File: config.mk
export PLATFORM = sky130hd
export DESIGN_NAME = muscl_limited_upwind_face_flux_top
export DESIGN_NICKNAME = d
export VERILOG_FILES = /design/src/rtl/core/mluf_pkg.sv /design/src/rtl/core/muscl_limited_upwind_face_flux_top.sv /design/src/rtl/core/mluf_div3.sv
export SDC_FILE = /design/constraint.sdc
export NUM_CORES = 2
export LEC_CHECK = 0
export ABC_AREA = 1
export BUFFER_PORTS_ARGS = -buffer_cell sky130_fd_sc_hd__buf_2
export CAP_MARGIN = 20
export CORE_MARGIN = 2
export CORE_UTILIZATION = 25
export DETAILED_ROUTE_END_ITERATION = 12
export PLACE_DENSITY = 0.5
export RECOVER_POWER = 50
export SLEW_MARGIN = 20
export SYNTH_ARGS = -nofsm -noshare
export SYNTH_HDL_FRONTEND = slang
export SYNTH_HIERARCHICAL = 1
export SYNTH_SLANG_ARGS = --single-unit
File: constraint.sdc
create_clock -name clk -period 8.7 [get_ports clk]
set_input_delay 0.435 -clock clk [delete_from_list [all_inputs] [get_ports clk]]
set_output_delay 0.435 -clock clk [all_outputs]
set_load 0.01 [all_outputs]
File: src/rtl/core/mluf_pkg.sv
// Shared constants and helper functions for the MUSCL upwind face flux block.
`timescale 1ns / 1ps

package mluf_pkg;

  localparam int FRAC_BITS_DEF    = 24;
  localparam int VALUE_WIDTH_DEF  = 32;
  // radix-4 digits resolved per divide-by-three stage
  localparam int DIGITS_PER_STAGE = 8;

  function automatic int div3_digits(input int width);
    return (width + 1) / 2;
  endfunction

  function automatic int div3_stages(input int width);
    return (div3_digits(width) + DIGITS_PER_STAGE - 1) / DIGITS_PER_STAGE;
  endfunction

  // One radix-4 long-division step by three: {rem, digit} -> {quotient digit, rem}
  function automatic logic [3:0] div3_step(input logic [3:0] v);
    logic [3:0] qr;
    case (v)
      4'd0:    qr = {2'd0, 2'd0};
      4'd1:    qr = {2'd0, 2'd1};
      4'd2:    qr = {2'd0, 2'd2};
      4'd3:    qr = {2'd1, 2'd0};
      4'd4:    qr = {2'd1, 2'd1};
      4'd5:    qr = {2'd1, 2'd2};
      4'd6:    qr = {2'd2, 2'd0};
      4'd7:    qr = {2'd2, 2'd1};
      4'd8:    qr = {2'd2, 2'd2};
      4'd9:    qr = {2'd3, 2'd0};
      4'd10:   qr = {2'd3, 2'd1};
      4'd11:   qr = {2'd3, 2'd2};
      default: qr = 4'd0;
    endcase
    return qr;
  endfunction

endpackage

File: src/rtl/core/muscl_limited_upwind_face_flux_top.sv
// Top level: MUSCL kappa=1/3 minmod-limited upwind face flux, fully pipelined.
`timescale 1ns / 1ps

// Channel  | Handshake            | Word
// ---------+----------------------+--------------------------------------------
// in       | start / busy         | far/near upwind, near/far downwind, velocity
// out      | out_valid (1 cycle)  | face_flux, saturated
// cfg      | cfg_wr_en            | cfg_wr_data = second_order_enable
//
// One word accepted per clock while busy is low.
// The divide-by-three pipeline resolves eight radix-4 digits per stage.
// Synchronous reset clears all valid bits and sets second_order_enable to 1; busy is
// high only during reset. Results show for exactly one cycle on out_valid and are never
// held back, so the pipeline never stalls.

module muscl_limited_upwind_face_flux_top #(
  parameter int FRAC_BITS   = mluf_pkg::FRAC_BITS_DEF,
  parameter int VALUE_WIDTH = mluf_pkg::VALUE_WIDTH_DEF
) (
  input  logic                          clk,
  input  logic                          rst_n,
  input  logic                          start,
  output logic                          busy,
  input  logic signed [VALUE_WIDTH-1:0] in_far_upwind_value,
  input  logic signed [VALUE_WIDTH-1:0] in_near_upwind_value,
  input  logic signed [VALUE_WIDTH-1:0] in_near_downwind_value,
  input  logic signed [VALUE_WIDTH-1:0] in_far_downwind_value,
  input  logic signed [VALUE_WIDTH-1:0] in_face_velocity,
  output logic                          out_valid,
  output logic signed [VALUE_WIDTH-1:0] out_face_flux,
  output logic                          out_saturated,
  input  logic                          cfg_wr_en,
  input  logic                          cfg_wr_data
);
  import mluf_pkg::*;

  localparam int W   = VALUE_WIDTH;
  localparam int DW  = W + 1;             // stencil differences
  localparam int NW  = W + 3;             // limited slope sum
  localparam int TW  = W + 1;             // divide-by-three operand
  localparam int PHW = W + 2;             // reconstructed face state
  localparam int H   = (W + 1) / 2;       // multiplier split point
  localparam int PW  = 2 * W + 1;         // exact product magnitude
  localparam int RW  = ((PW > FRAC_BITS) ? PW : FRAC_BITS) + 1;
  localparam int S   = div3_stages(TW);
  localparam int LAT = 11 + S;
  localparam int SBW = 3 + 2 * W;

  localparam logic [RW-1:0] HALF    = RW'(1) << (FRAC_BITS - 1);
  localparam logic [RW-1:0] LIM_NEG = RW'(1) << (W - 1);
  localparam logic [RW-1:0] LIM_POS = LIM_NEG - RW'(1);
  localparam logic [W-1:0]  FLUX_MAX = {1'b0, {(W-1){1'b1}}};
  localparam logic [W-1:0]  FLUX_MIN = {1'b1, {(W-1){1'b0}}};

  // minmod(x, 4y) with sgn(0) = +1
  function automatic logic signed [DW-1:0] minmod4(input logic signed [DW-1:0] x,
                                                   input logic signed [DW-1:0] y);
    logic signed [DW+1:0] y4;
    logic signed [DW+1:0] xe;
    logic                 y4_pos;
    logic                 y4_neg;
    y4     = {y, 2'b00};
    xe     = (DW+2)'(x);
    y4_neg = y4[DW+1];
    y4_pos = !y4[DW+1] && (y4 != '0);
    if (!x[DW-1]) begin
      if (!y4_pos) minmod4 = '0;
      else if (xe < y4) minmod4 = x;
      else minmod4 = DW'(y4);
    end else begin
      if (!y4_neg) minmod4 = '0;
      else if (xe > y4) minmod4 = x;
      else minmod4 = DW'(y4);
    end
  endfunction

  logic accept;
  logic so_r;

  // stage 1: stencil differences
  logic                 v1_r, so1_r, uneg1_r;
  logic signed [DW-1:0] s1_r, o1_r;
  logic signed [W-1:0]  base1_r;
  logic [W-1:0]         magu1_r;
  logic                 uneg_nxt;
  logic signed [DW-1:0] s_nxt, o_nxt;
  logic [W-1:0]         magu_nxt;

  // stage 2: limited slopes
  logic                 v2_r, so2_r, uneg2_r;
  logic signed [DW-1:0] l1_r, l2_r;
  logic signed [W-1:0]  base2_r;
  logic [W-1:0]         magu2_r;

  // stage 3: slope sum
  logic                 v3_r, so3_r, uneg3_r;
  logic signed [NW-1:0] n3_r;
  logic signed [W-1:0]  base3_r;
  logic [W-1:0]         magu3_r;

  // stage 4: rounded magnitude / 2
  logic                 v4_r, so4_r, uneg4_r, nneg4_r;
  logic [TW-1:0]        t4_r;
  logic signed [W-1:0]  base4_r;
  logic [W-1:0]         magu4_r;
  logic signed [NW-1:0] adj;

  // divider and aligned sideband
  logic                 div_vld;
  logic [TW-1:0]        div_q;
  logic [SBW-1:0]       sbd_r [S];
  logic                 so_q, uneg_q, nneg_q;
  logic signed [W-1:0]  base_q;
  logic [W-1:0]         magu_q;

  // stage 5: face state
  logic                  v5_r, uneg5_r;
  logic signed [PHW-1:0] phi5_r;
  logic [W-1:0]          magu5_r;
  logic signed [PHW-1:0] bext, qext, phi_nxt;

  // stage 6: magnitudes
  logic                  v6_r, neg6_r;
  logic [W:0]            magp6_r;
  logic [W-1:0]          magu6_r;

  // stage 7: partial products
  logic                   v7_r, neg7_r;
  logic [2*H-1:0]         pll7_r;
  logic [W:0]             plh7_r;
  logic [W-1:0]           phl7_r;
  logic [PW-2*H-1:0]      phh7_r;

  // stage 8: cross sum
  logic                   v8_r, neg8_r;
  logic [W+1:0]           cross8_r;
  logic [PW-1:0]          hl8_r;

  // stage 9: rounded product
  logic                   v9_r, neg9_r;
  logic [RW-1:0]          r9_r;

  // stage 10: saturation
  logic                   v10_r, neg10_r, sat10_r;
  logic [W-1:0]           mag10_r;
  logic [RW-1:0]          rnd, lim;
  logic                   sat_nxt;

  // output word
  logic                   out_vld_r, out_sat_r;
  logic [W-1:0]           flux_r;

  assign busy   = ~rst_n;
  assign accept = start && !busy;

  always_ff @(posedge clk) begin
    if (!rst_n) begin
      so_r <= 1'b1;
    end else if (cfg_wr_en) begin
      so_r <= cfg_wr_data;
    end
  end

  // upwind side picks the stencil: o is always C-B, s is B-A or D-C
  always_comb begin
    uneg_nxt = in_face_velocity[W-1];
    s_nxt    = uneg_nxt ? (DW'(in_far_downwind_value) - DW'(in_near_downwind_value))
                        : (DW'(in_near_upwind_value) - DW'(in_far_upwind_value));
    o_nxt    = DW'(in_near_downwind_value) - DW'(in_near_upwind_value);
    magu_nxt = uneg_nxt ? (W'(0) - $unsigned(in_face_velocity))
                        : $unsigned(in_face_velocity);
  end

  always_comb begin
    adj = n3_r[NW-1] ? (NW'(3) - n3_r) : (n3_r + NW'(3));
  end

  mluf_div3 #(
    .WIDTH (TW)
  ) u_div3 (
    .clk          (clk),
    .rst_n        (rst_n),
    .in_valid     (v4_r),
    .in_dividend  (t4_r),
    .out_valid    (div_vld),
    .out_quotient (div_q)
  );

  always_ff @(posedge clk) begin
    sbd_r[0] <= {so4_r, uneg4_r, nneg4_r, base4_r, magu4_r};
    for (int i = 1; i < S; i++) begin
      sbd_r[i] <= sbd_r[i-1];
    end
  end

  assign so_q   = sbd_r[S-1][SBW-1];
  assign uneg_q = sbd_r[S-1][SBW-2];
  assign nneg_q = sbd_r[S-1][SBW-3];
  assign base_q = sbd_r[S-1][2*W-1:W];
  assign magu_q = sbd_r[S-1][W-1:0];

  // correction adds when slope-sum sign matches the upwind direction
  always_comb begin
    bext = PHW'(base_q);
    qext = $signed({1'b0, div_q});
    if (!so_q) phi_nxt = bext;
    else if (nneg_q == uneg_q) phi_nxt = bext + qext;
    else phi_nxt = bext - qext;
  end

  always_comb begin
    rnd     = r9_r >> FRAC_BITS;
    lim     = neg9_r ? LIM_NEG : LIM_POS;
    sat_nxt = rnd > lim;
  end

  always_ff @(posedge clk) begin
    if (!rst_n) begin
      v1_r      <= 1'b0;
      v2_r      <= 1'b0;
      v3_r      <= 1'b0;
      v4_r      <= 1'b0;
      v5_r      <= 1'b0;
      v6_r      <= 1'b0;
      v7_r      <= 1'b0;
      v8_r      <= 1'b0;
      v9_r      <= 1'b0;
      v10_r     <= 1'b0;
      out_vld_r <= 1'b0;
    end else begin
      v1_r      <= accept;
      v2_r      <= v1_r;
      v3_r      <= v2_r;
      v4_r      <= v3_r;
      v5_r      <= div_vld;
      v6_r      <= v5_r;
      v7_r      <= v6_r;
      v8_r      <= v7_r;
      v9_r      <= v8_r;
      v10_r     <= v9_r;
      out_vld_r <= v10_r;
    end
  end

  always_ff @(posedge clk) begin
    so1_r    <= so_r;
    uneg1_r  <= uneg_nxt;
    s1_r     <= s_nxt;
    o1_r     <= o_nxt;
    base1_r  <= uneg_nxt ? in_near_downwind_value : in_near_upwind_value;
    magu1_r  <= magu_nxt;

    so2_r    <= so1_r;
    uneg2_r  <= uneg1_r;
    l1_r     <= minmod4(s1_r, o1_r);
    l2_r     <= minmod4(o1_r, s1_r);
    base2_r  <= base1_r;
    magu2_r  <= magu1_r;

    so3_r    <= so2_r;
    uneg3_r  <= uneg2_r;
    n3_r     <= NW'(l1_r) + (NW'(l2_r) <<< 1);
    base3_r  <= base2_r;
    magu3_r  <= magu2_r;

    so4_r    <= so3_r;
    uneg4_r  <= uneg3_r;
    nneg4_r  <= n3_r[NW-1];
    t4_r     <= adj[TW:1];
    base4_r  <= base3_r;
    magu4_r  <= magu3_r;

    uneg5_r  <= uneg_q;
    phi5_r   <= phi_nxt;
    magu5_r  <= magu_q;

    neg6_r   <= uneg5_r ^ phi5_r[PHW-1];
    magp6_r  <= phi5_r[PHW-1] ? (W+1)'(-phi5_r) : (W+1)'(phi5_r);
    magu6_r  <= magu5_r;

    neg7_r   <= neg6_r;
    pll7_r   <= (2*H)'(magu6_r[H-1:0]) * (2*H)'(magp6_r[H-1:0]);
    plh7_r   <= (W+1)'(magu6_r[H-1:0]) * (W+1)'(magp6_r[W:H]);
    phl7_r   <= W'(magu6_r[W-1:H]) * W'(magp6_r[H-1:0]);
    phh7_r   <= (PW-2*H)'(magu6_r[W-1:H]) * (PW-2*H)'(magp6_r[W:H]);

    neg8_r   <= neg7_r;
    cross8_r <= (W+2)'(plh7_r) + (W+2)'(phl7_r);
    hl8_r    <= {phh7_r, pll7_r};

    neg9_r   <= neg8_r;
    r9_r     <= RW'(hl8_r) + (RW'(cross8_r) << H) + HALF;

    neg10_r  <= neg9_r;
    sat10_r  <= sat_nxt;
    mag10_r  <= sat_nxt ? lim[W-1:0] : rnd[W-1:0];

    out_sat_r <= sat10_r;
    flux_r    <= neg10_r ? (W'(0) - mag10_r) : mag10_r;
  end

  assign out_valid     = out_vld_r;
  assign out_face_flux = flux_r;
  assign out_saturated = out_sat_r;

  a_out_latency: assert property (@(posedge clk) disable iff (!rst_n)
    out_valid |-> $past(start && !busy, LAT))
    else $error("result word without matching input word");

  a_div_align: assert property (@(posedge clk) disable iff (!rst_n)
    div_vld |-> $past(v4_r, S))
    else $error("divider out of step with sideband delay");

  a_sat_bound: assert property (@(posedge clk) disable iff (!rst_n)
    (out_valid && out_saturated) |->
      (out_face_flux == FLUX_MAX || out_face_flux == FLUX_MIN))
    else $error("saturated flux not at a range bound");

endmodule

File: src/rtl/core/mluf_div3.sv
// Pipelined unsigned divide-by-three, radix-4 digits, several digits per stage.
`timescale 1ns / 1ps

module mluf_div3 #(
  parameter int WIDTH = mluf_pkg::VALUE_WIDTH_DEF + 1
) (
  input  logic             clk,
  input  logic             rst_n,
  input  logic             in_valid,
  input  logic [WIDTH-1:0] in_dividend,
  output logic             out_valid,
  output logic [WIDTH-1:0] out_quotient
);
  import mluf_pkg::*;

  localparam int DIGITS = div3_digits(WIDTH);
  localparam int PADW   = 2 * DIGITS;
  localparam int STAGES = div3_stages(WIDTH);

  logic            vld_r [STAGES];
  logic [PADW-1:0] quo_r [STAGES];
  logic [PADW-1:0] num_r [STAGES-1];
  logic [1:0]      rem_r [STAGES-1];

  for (genvar s = 0; s < STAGES; s++) begin : g_stage
    localparam int TOP = DIGITS - 1 - s * DIGITS_PER_STAGE;
    localparam int CNT = (TOP + 1 < DIGITS_PER_STAGE) ? TOP + 1 : DIGITS_PER_STAGE;

    logic            vld_in;
    logic [PADW-1:0] num_in;
    logic [PADW-1:0] quo_in;
    logic [PADW-1:0] quo_nxt;
    logic [1:0]      rem_in;
    logic [1:0]      rem_nxt;

    if (s == 0) begin : g_head
      assign vld_in = in_valid;
      assign num_in = PADW'(in_dividend);
      assign quo_in = '0;
      assign rem_in = '0;
    end else begin : g_body
      assign vld_in = vld_r[s-1];
      assign num_in = num_r[s-1];
      assign quo_in = quo_r[s-1];
      assign rem_in = rem_r[s-1];
    end

    // digits go most significant first; remainder chains through the stage
    always_comb begin
      logic [3:0] qr;
      quo_nxt = quo_in;
      rem_nxt = rem_in;
      qr      = '0;
      for (int k = 0; k < CNT; k++) begin
        qr = div3_step({rem_nxt, num_in[2*(TOP-k) +: 2]});
        quo_nxt[2*(TOP-k) +: 2] = qr[3:2];
        rem_nxt = qr[1:0];
      end
    end

    always_ff @(posedge clk) begin
      if (!rst_n) begin
        vld_r[s] <= 1'b0;
      end else begin
        vld_r[s] <= vld_in;
      end
    end

    always_ff @(posedge clk) begin
      quo_r[s] <= quo_nxt;
    end

    if (s < STAGES - 1) begin : g_carry
      always_ff @(posedge clk) begin
        num_r[s] <= num_in;
        rem_r[s] <= rem_nxt;
      end
    end
  end

  assign out_valid    = vld_r[STAGES-1];
  assign out_quotient = quo_r[STAGES-1][WIDTH-1:0];

endmodule

Word-level counts from Yosys, hierarchy flattened
Memory sizes are Yosys's and may differ from the RTL's. A register that Yosys moved wholly into a read port is not among the register bits.
Cells that the tools add are included.
W data, S select, Z words.
{"block": "classes", "n_lt_le_gt_ge": 5, "n_mux": 25, "add_sub_neg": 14, "n_reduce_logical": 8, "n_mul": 4, "n_bitwise": 5, "eq_ne": 1}
{"operator": "$mux W33", "count": 12}
{"operator": "$mux W32", "count": 4}
{"operator": "$mux W34", "count": 3}
{"operator": "$sub A32 B32 Y33", "count": 3}
{"operator": "$gt A33 B35 Y1", "count": 2}
{"operator": "$lt A33 B35 Y1", "count": 2}
{"operator": "$add A65 B50 Y66", "count": 1}
{"operator": "$add A66 B24 Y66 const B", "count": 1}
{"operator": "$mul A16 B17 Y33", "count": 2}
{"operator": "$reduce_bool A33 Y1", "count": 2}
{"operator": "$mul A16 B16 Y32", "count": 2}
{"operator": "$sub A1 B32 Y32 const A", "count": 2}
{"operator": "$gt A42 B32 Y1", "count": 1}
{"operator": "$add A33 B34 Y35", "count": 1}
{"operator": "$add A32 B34 Y34", "count": 1}
{"operator": "$add A33 B32 Y34", "count": 1}
{"operator": "$add A34 B3 Y34 const B", "count": 1}
{"operator": "$sub A3 B34 Y34 const A", "count": 1}
{"operator": "$sub A32 B34 Y34", "count": 1}
{"operator": "$neg A33 Y33", "count": 1}
{"operator": "$mux W31", "count": 1}
{"operator": "$mux W1", "count": 5}
{"operator": "$logic_and A1 B1 Y1", "count": 3}
{"operator": "$logic_not A1 Y1", "count": 3}
{"operator": "other kinds (4)", "count": 6}
{"block": "totals", "ram_bits": 378, "romBits": 1088, "register_bits": 974, "out_inout_bits": 35, "elab_cells": 140, "mem_count": 22, "input_bits": 165}
{"memory": "sbd_r", "depth": 3, "width": 67, "read_ports": 3, "rd_ports_with_merged_regs": 0, "write_ports": 3, "line_no": "muscl_limited_upwind_face_flux_top.sv:111", "text": "logic [SBW-1:0] sbd_r [S];"}
{"memory": "u_div3.quo_r", "depth": 3, "width": 34, "read_ports": 3, "rd_ports_with_merged_regs": 0, "write_ports": 3, "line_no": "mluf_div3.sv:21", "text": "logic [PADW-1:0] quo_r [STAGES];"}
{"memory": "u_div3.num_r", "depth": 2, "width": 34, "read_ports": 2, "rd_ports_with_merged_regs": 0, "write_ports": 2, "line_no": "mluf_div3.sv:22", "text": "logic [PADW-1:0] num_r [STAGES-1];"}
{"memory": "(name not given)", "depth": 16, "width": 4, "read_ports": 1, "rd_ports_with_merged_regs": 0, "write_ports": 0, "line_no": "mluf_pkg.sv:22", "text": "case (v)"}
{"memory": "(name not given)", "depth": 16, "width": 4, "read_ports": 1, "rd_ports_with_merged_regs": 0, "write_ports": 0, "line_no": "mluf_pkg.sv:22"}
{"memory": "(name not given)", "depth": 16, "width": 4, "read_ports": 1, "rd_ports_with_merged_regs": 0, "write_ports": 0, "line_no": "mluf_pkg.sv:22"}
{"memory": "16 more memories"}

Longest topological paths before layout
An unclocked memory read counts as a cell.
{"block": "depth", "depth_word": 9, "depth_mapped": 29, "ltp_nobuf": 29}

Modules after synthesis
The synthesis kept the hierarchy.
{"mod": "muscl_limited_upwind_face_flux_top", "seq_area_each_um2": 22421.5, "area_per_inst_um2": 84378.4, "instances": 1, "cells_each": 10775}
{"mod": "mluf_div3", "seq_area_each_um2": 2062.0, "area_per_inst_um2": 4621.9, "instances": 1, "cells_each": 507}

Least setup slack after synthesis
OpenSTA, ideal clock, no wires.
{"block": "synth_path", "kind": "reg2reg", "startpoint": "reg magu6_r[7]", "endpoint": "reg plh7_r[29]", "path_stages_with_launch": 27, "n_path_buf": 2, "synth_period_minus_slack_ns": 5.398, "required_ns": 8.588, "setup_time_ns": 0.112, "setup_slack_ns": 3.302, "t_arrival_ns": 5.285, "path_cell_list": "dfxtp_1 > clkbuf_1 > clkbuf_1 > nand2_1 > fa_1 > inv_1 > fa_1 > inv_1 > fa_1 > inv_1 > fa_1 > fa_1 > inv_1 > fa_1 > inv_1 > ha_1 > nand2_1 > inv_1 > nand2_1 > nor3_1 > nand4_1 > nand3_1 > nand2_1 > o211ai_1 > nand2_1 > nand3_1 > nand2_1"}
{"block": "synth_between", "elab_chain_cells": 1}
{"item": "start: declaration", "line_no": "muscl_limited_upwind_face_flux_top.sv:125", "text": "logic [W-1:0] magu6_r;"}
{"item": "start signal: assignment", "line_no": "muscl_limited_upwind_face_flux_top.sv:279", "text": "magu6_r <= magu5_r;"}
{"item": "$mul A16 B17 Y33", "line_no": "muscl_limited_upwind_face_flux_top.sv:283", "text": "plh7_r <= (W+1)'(magu6_r[H-1:0]) * (W+1)'(magp6_r[W:H]);"}
{"item": "end signal: assignment", "line_no": "muscl_limited_upwind_face_flux_top.sv:283"}
{"item": "end: declaration", "line_no": "muscl_limited_upwind_face_flux_top.sv:130", "text": "logic [W:0] plh7_r;"}
No other way between the ends.
A chain may end at the register's enable or synchronous reset.

Worst setup path in the final report
{"block": "layout_path", "startpoint": "reg magp6_r[23]", "endpoint": "reg plh7_r[29]"}
{"block": "layout_between", "elab_chain_cells": 1}
{"item": "start: declaration", "line_no": "muscl_limited_upwind_face_flux_top.sv:124", "text": "logic [W:0] magp6_r;"}
{"item": "start signal: assignment", "line_no": "muscl_limited_upwind_face_flux_top.sv:278", "text": "magp6_r <= phi5_r[PHW-1] ? (W+1)'(-phi5_r) : (W+1)'(phi5_r);"}
{"item": "$mul A16 B17 Y33", "line_no": "muscl_limited_upwind_face_flux_top.sv:283"}
No other way between the ends.

==> results.ini <==
[layout]
drive_above_1_share_pct=5.508
area_delta_synth_final_pct=13.10
n_fill_cell=38581
final_net_count=13242
instances_no_fill=16286

[clocking]
hold_buffers=46
clkTransAtPathRegs_ns=0.06
insertion_delay_ns=0.81
cts_buffers=143
htree_levels=4
cts_max_path_buffers=4
postCtsSetupBuffers=0
root_buffer=clkbuf_16
clkSinkCount=1223
cts_tree=yes
post_cts_resized=0

[global_routing]
overflow=0
grt_use_total_pct=14.51
grt_pass1_wl_um=413900
antenna_found_initial=21
grt_start_max_net_pins=76
grt_pass1_vias=72085

[detailed_routing]
antenna_left=0
firstDrtPassIters=6
vias=70422
drc_errors=0
routed_wl_um=264400
drt_iter0_drc=4960
via_per_inst=4.324
drt-wirelength-per-cell_um=16.24

[synth]
seq_area_frac_synth_pct=27.51
yosys_register_bits=1223
ys_async_sr_fraction_pct=0
synth_cell_type_count=62
avgSynthCellArea_um2=7.889
synth-edff-count=0
synth_ff_type=dfxtp_1
synth_fp_nets=13095
yosys.area.top_type_share_pct=27.51
yosysMostFrequentCell=nand2_1
synth.largest_area_cell=dfxtp_1
yosys-top-cells-count=2647 x nand2_1, 2259 x inv_1, 1223 x dfxtp_1
yosysWarnings=6
syn_inst=11282
syn_area_um2=89000
synth_area_leaders=dfxtp_1 28%, fa_1 18%, ha_1 12%

[placed_design]
io_buffers=199
gp_congestion=0.9267
place_hpwl_um=211400
dpl.cell_count=15989
dp_slack_ns=2.267

[floorplan]
initial_core_util_pct=25.06
rows=219
io_pins=200
die-area_um2=360800
die_y_um=600.7
die_w_um=600.7
core_area_um2=355100

[sta]
fin_crit_sh_pct=74.75
clock_skew_ns=0.06061
max_freq_mhz=153.8
setup_viol=0
slew_violations=142
tns_ns=0
period_needed_ns=6.503
tightest_slew_ns=2.757
rsz0062_at_grt=false
hold_viol=0
setup_slack_ns=2.197
slew_headroom_pct=-83.83

[job]
cap_viol_max_count=3

[min_path]
hold_depth=3
hold_class=input pin to flop

[setup_path]
worstSetupPathType=flop to flop
critPathRequiredTime_ns=9.36
worst_r2r_path_depth=25
cp-start-kind=flop
cp_max_fo=15
worstPathArrival_ns=7.17
cp-end-kind=flop

[outcome]
outcome=complete, but fails checks
violations=capacitance limit, slew limit

[cells by family after synthesis]
logic type | count (synthesis) | share of synthesized area (%)
AO/OA/AOI/OAI | 1181 | 7.500
XOR/XNOR | 416 | 4.094
adder cells (fa/ha/maj) | 1648 | 29.99
buffers and inverters | 2612 | 11.15
flip-flops | 1223 | 27.51
multiplexers | 2 | 0.02249
other | 1 | 0.004213
AND/OR/NAND/NOR | 4199 | 19.73
[per-layer routing]
metal  global-route usage [%]  share of wire (%)
met4                    4.690                3.5
met1                    18.92                 45
met2                    24.62                 46
met5                        0              0.047
met3                    1.971                4.9
[worst paths after layout]
check	start	endpoint	slack [ns]
worst min-delay path	in_near_downwind_value[26]	base1_r[26]	0.09
worst max-delay path	magp6_r[23]	plh7_r[29]	2.20
worst min register to register	sbd_r[0][87]	sbd_r[0][154]	0.28
worst max register to register	magp6_r[23]	plh7_r[29]	2.20
[flip-flops by register name (all words and copies together), names as in the netlist, 34 cells and up]
signal and flops:
cross8_r 34, phi5_r 34, u_div3/quo_r 76, hl8_r 49, n3_r 35, r9_r 42
sbd_r 201
[metrics by stage]
stage               hold slack [ns]  utilization [%]  cell area [um^2]
floorplan                    0.3096                -             89000
global placement             0.3100            26.83             95280
detailed placement           0.3121            26.83             95280
CTS                         0.01900            28.35            100700
global route                0.03418            28.34            100700
finish                      0.08743            28.35            100700
[worst max-delay path: stages (launching register included)]
cell and delay, ns:
dfxtp_1 0.95, buf_4 0.40, nand2_1 0.12, fa_1 0.55
inv_1 0.05, fa_1 0.50, inv_1 0.06, fa_1 0.53
inv_1 0.05, fa_1 0.45, fa_1 0.49, inv_1 0.05
fa_1 0.47, inv_1 0.04, ha_1 0.35, nand2_1 0.09
inv_1 0.08, nand2_1 0.08, nor3_1 0.27, nand4_1 0.18
nand3_1 0.17, nand2_1 0.06, o211ai_1 0.12, nand2_1 0.12
nand3_1 0.09, nand2_1 0.05
[cell type report]
type	instances	area (um^2)	area share, %
Antenna cell	6	15.01	0.01492
Clock buffer	171	3885	3.859
Clock inverter	74	1046	1.039
Inverter	2277	8551	8.494
Multi-Input combinational cell	7447	54610	54.25
Sequential cell	1223	24480	24.32
Tap cell	4751	5944	5.905
Timing Repair Buffer	337	2125	2.111
[layout by cell type (no fill, tap or decap), types with 20 or more instances in the layout]
cell type,count
inv_1,2260
o21ai_0,384
bufinv_16,21
dfxtp_1,1222
dlygate4sd3_1,46
xor2_1,283
buf_2,193
nor4_1,54
nand2_1,2647
clkbuf_16,144
o21ai_1,20
a21oi_1,475
nor2_1,634
o211ai_1,39
ha_1,839
nor3_1,117
nand3b_1,25
a21o_1,60
xnor2_1,133
nand3_1,480
nand4_1,144
buf_4,88
nand2_2,25
fa_1,809
o21bai_1,56
a31oi_1,50
Power is left out: the tool's default activity adds up to more than one toggle a clock period on the data nets, which glitch-free logic cannot reach.
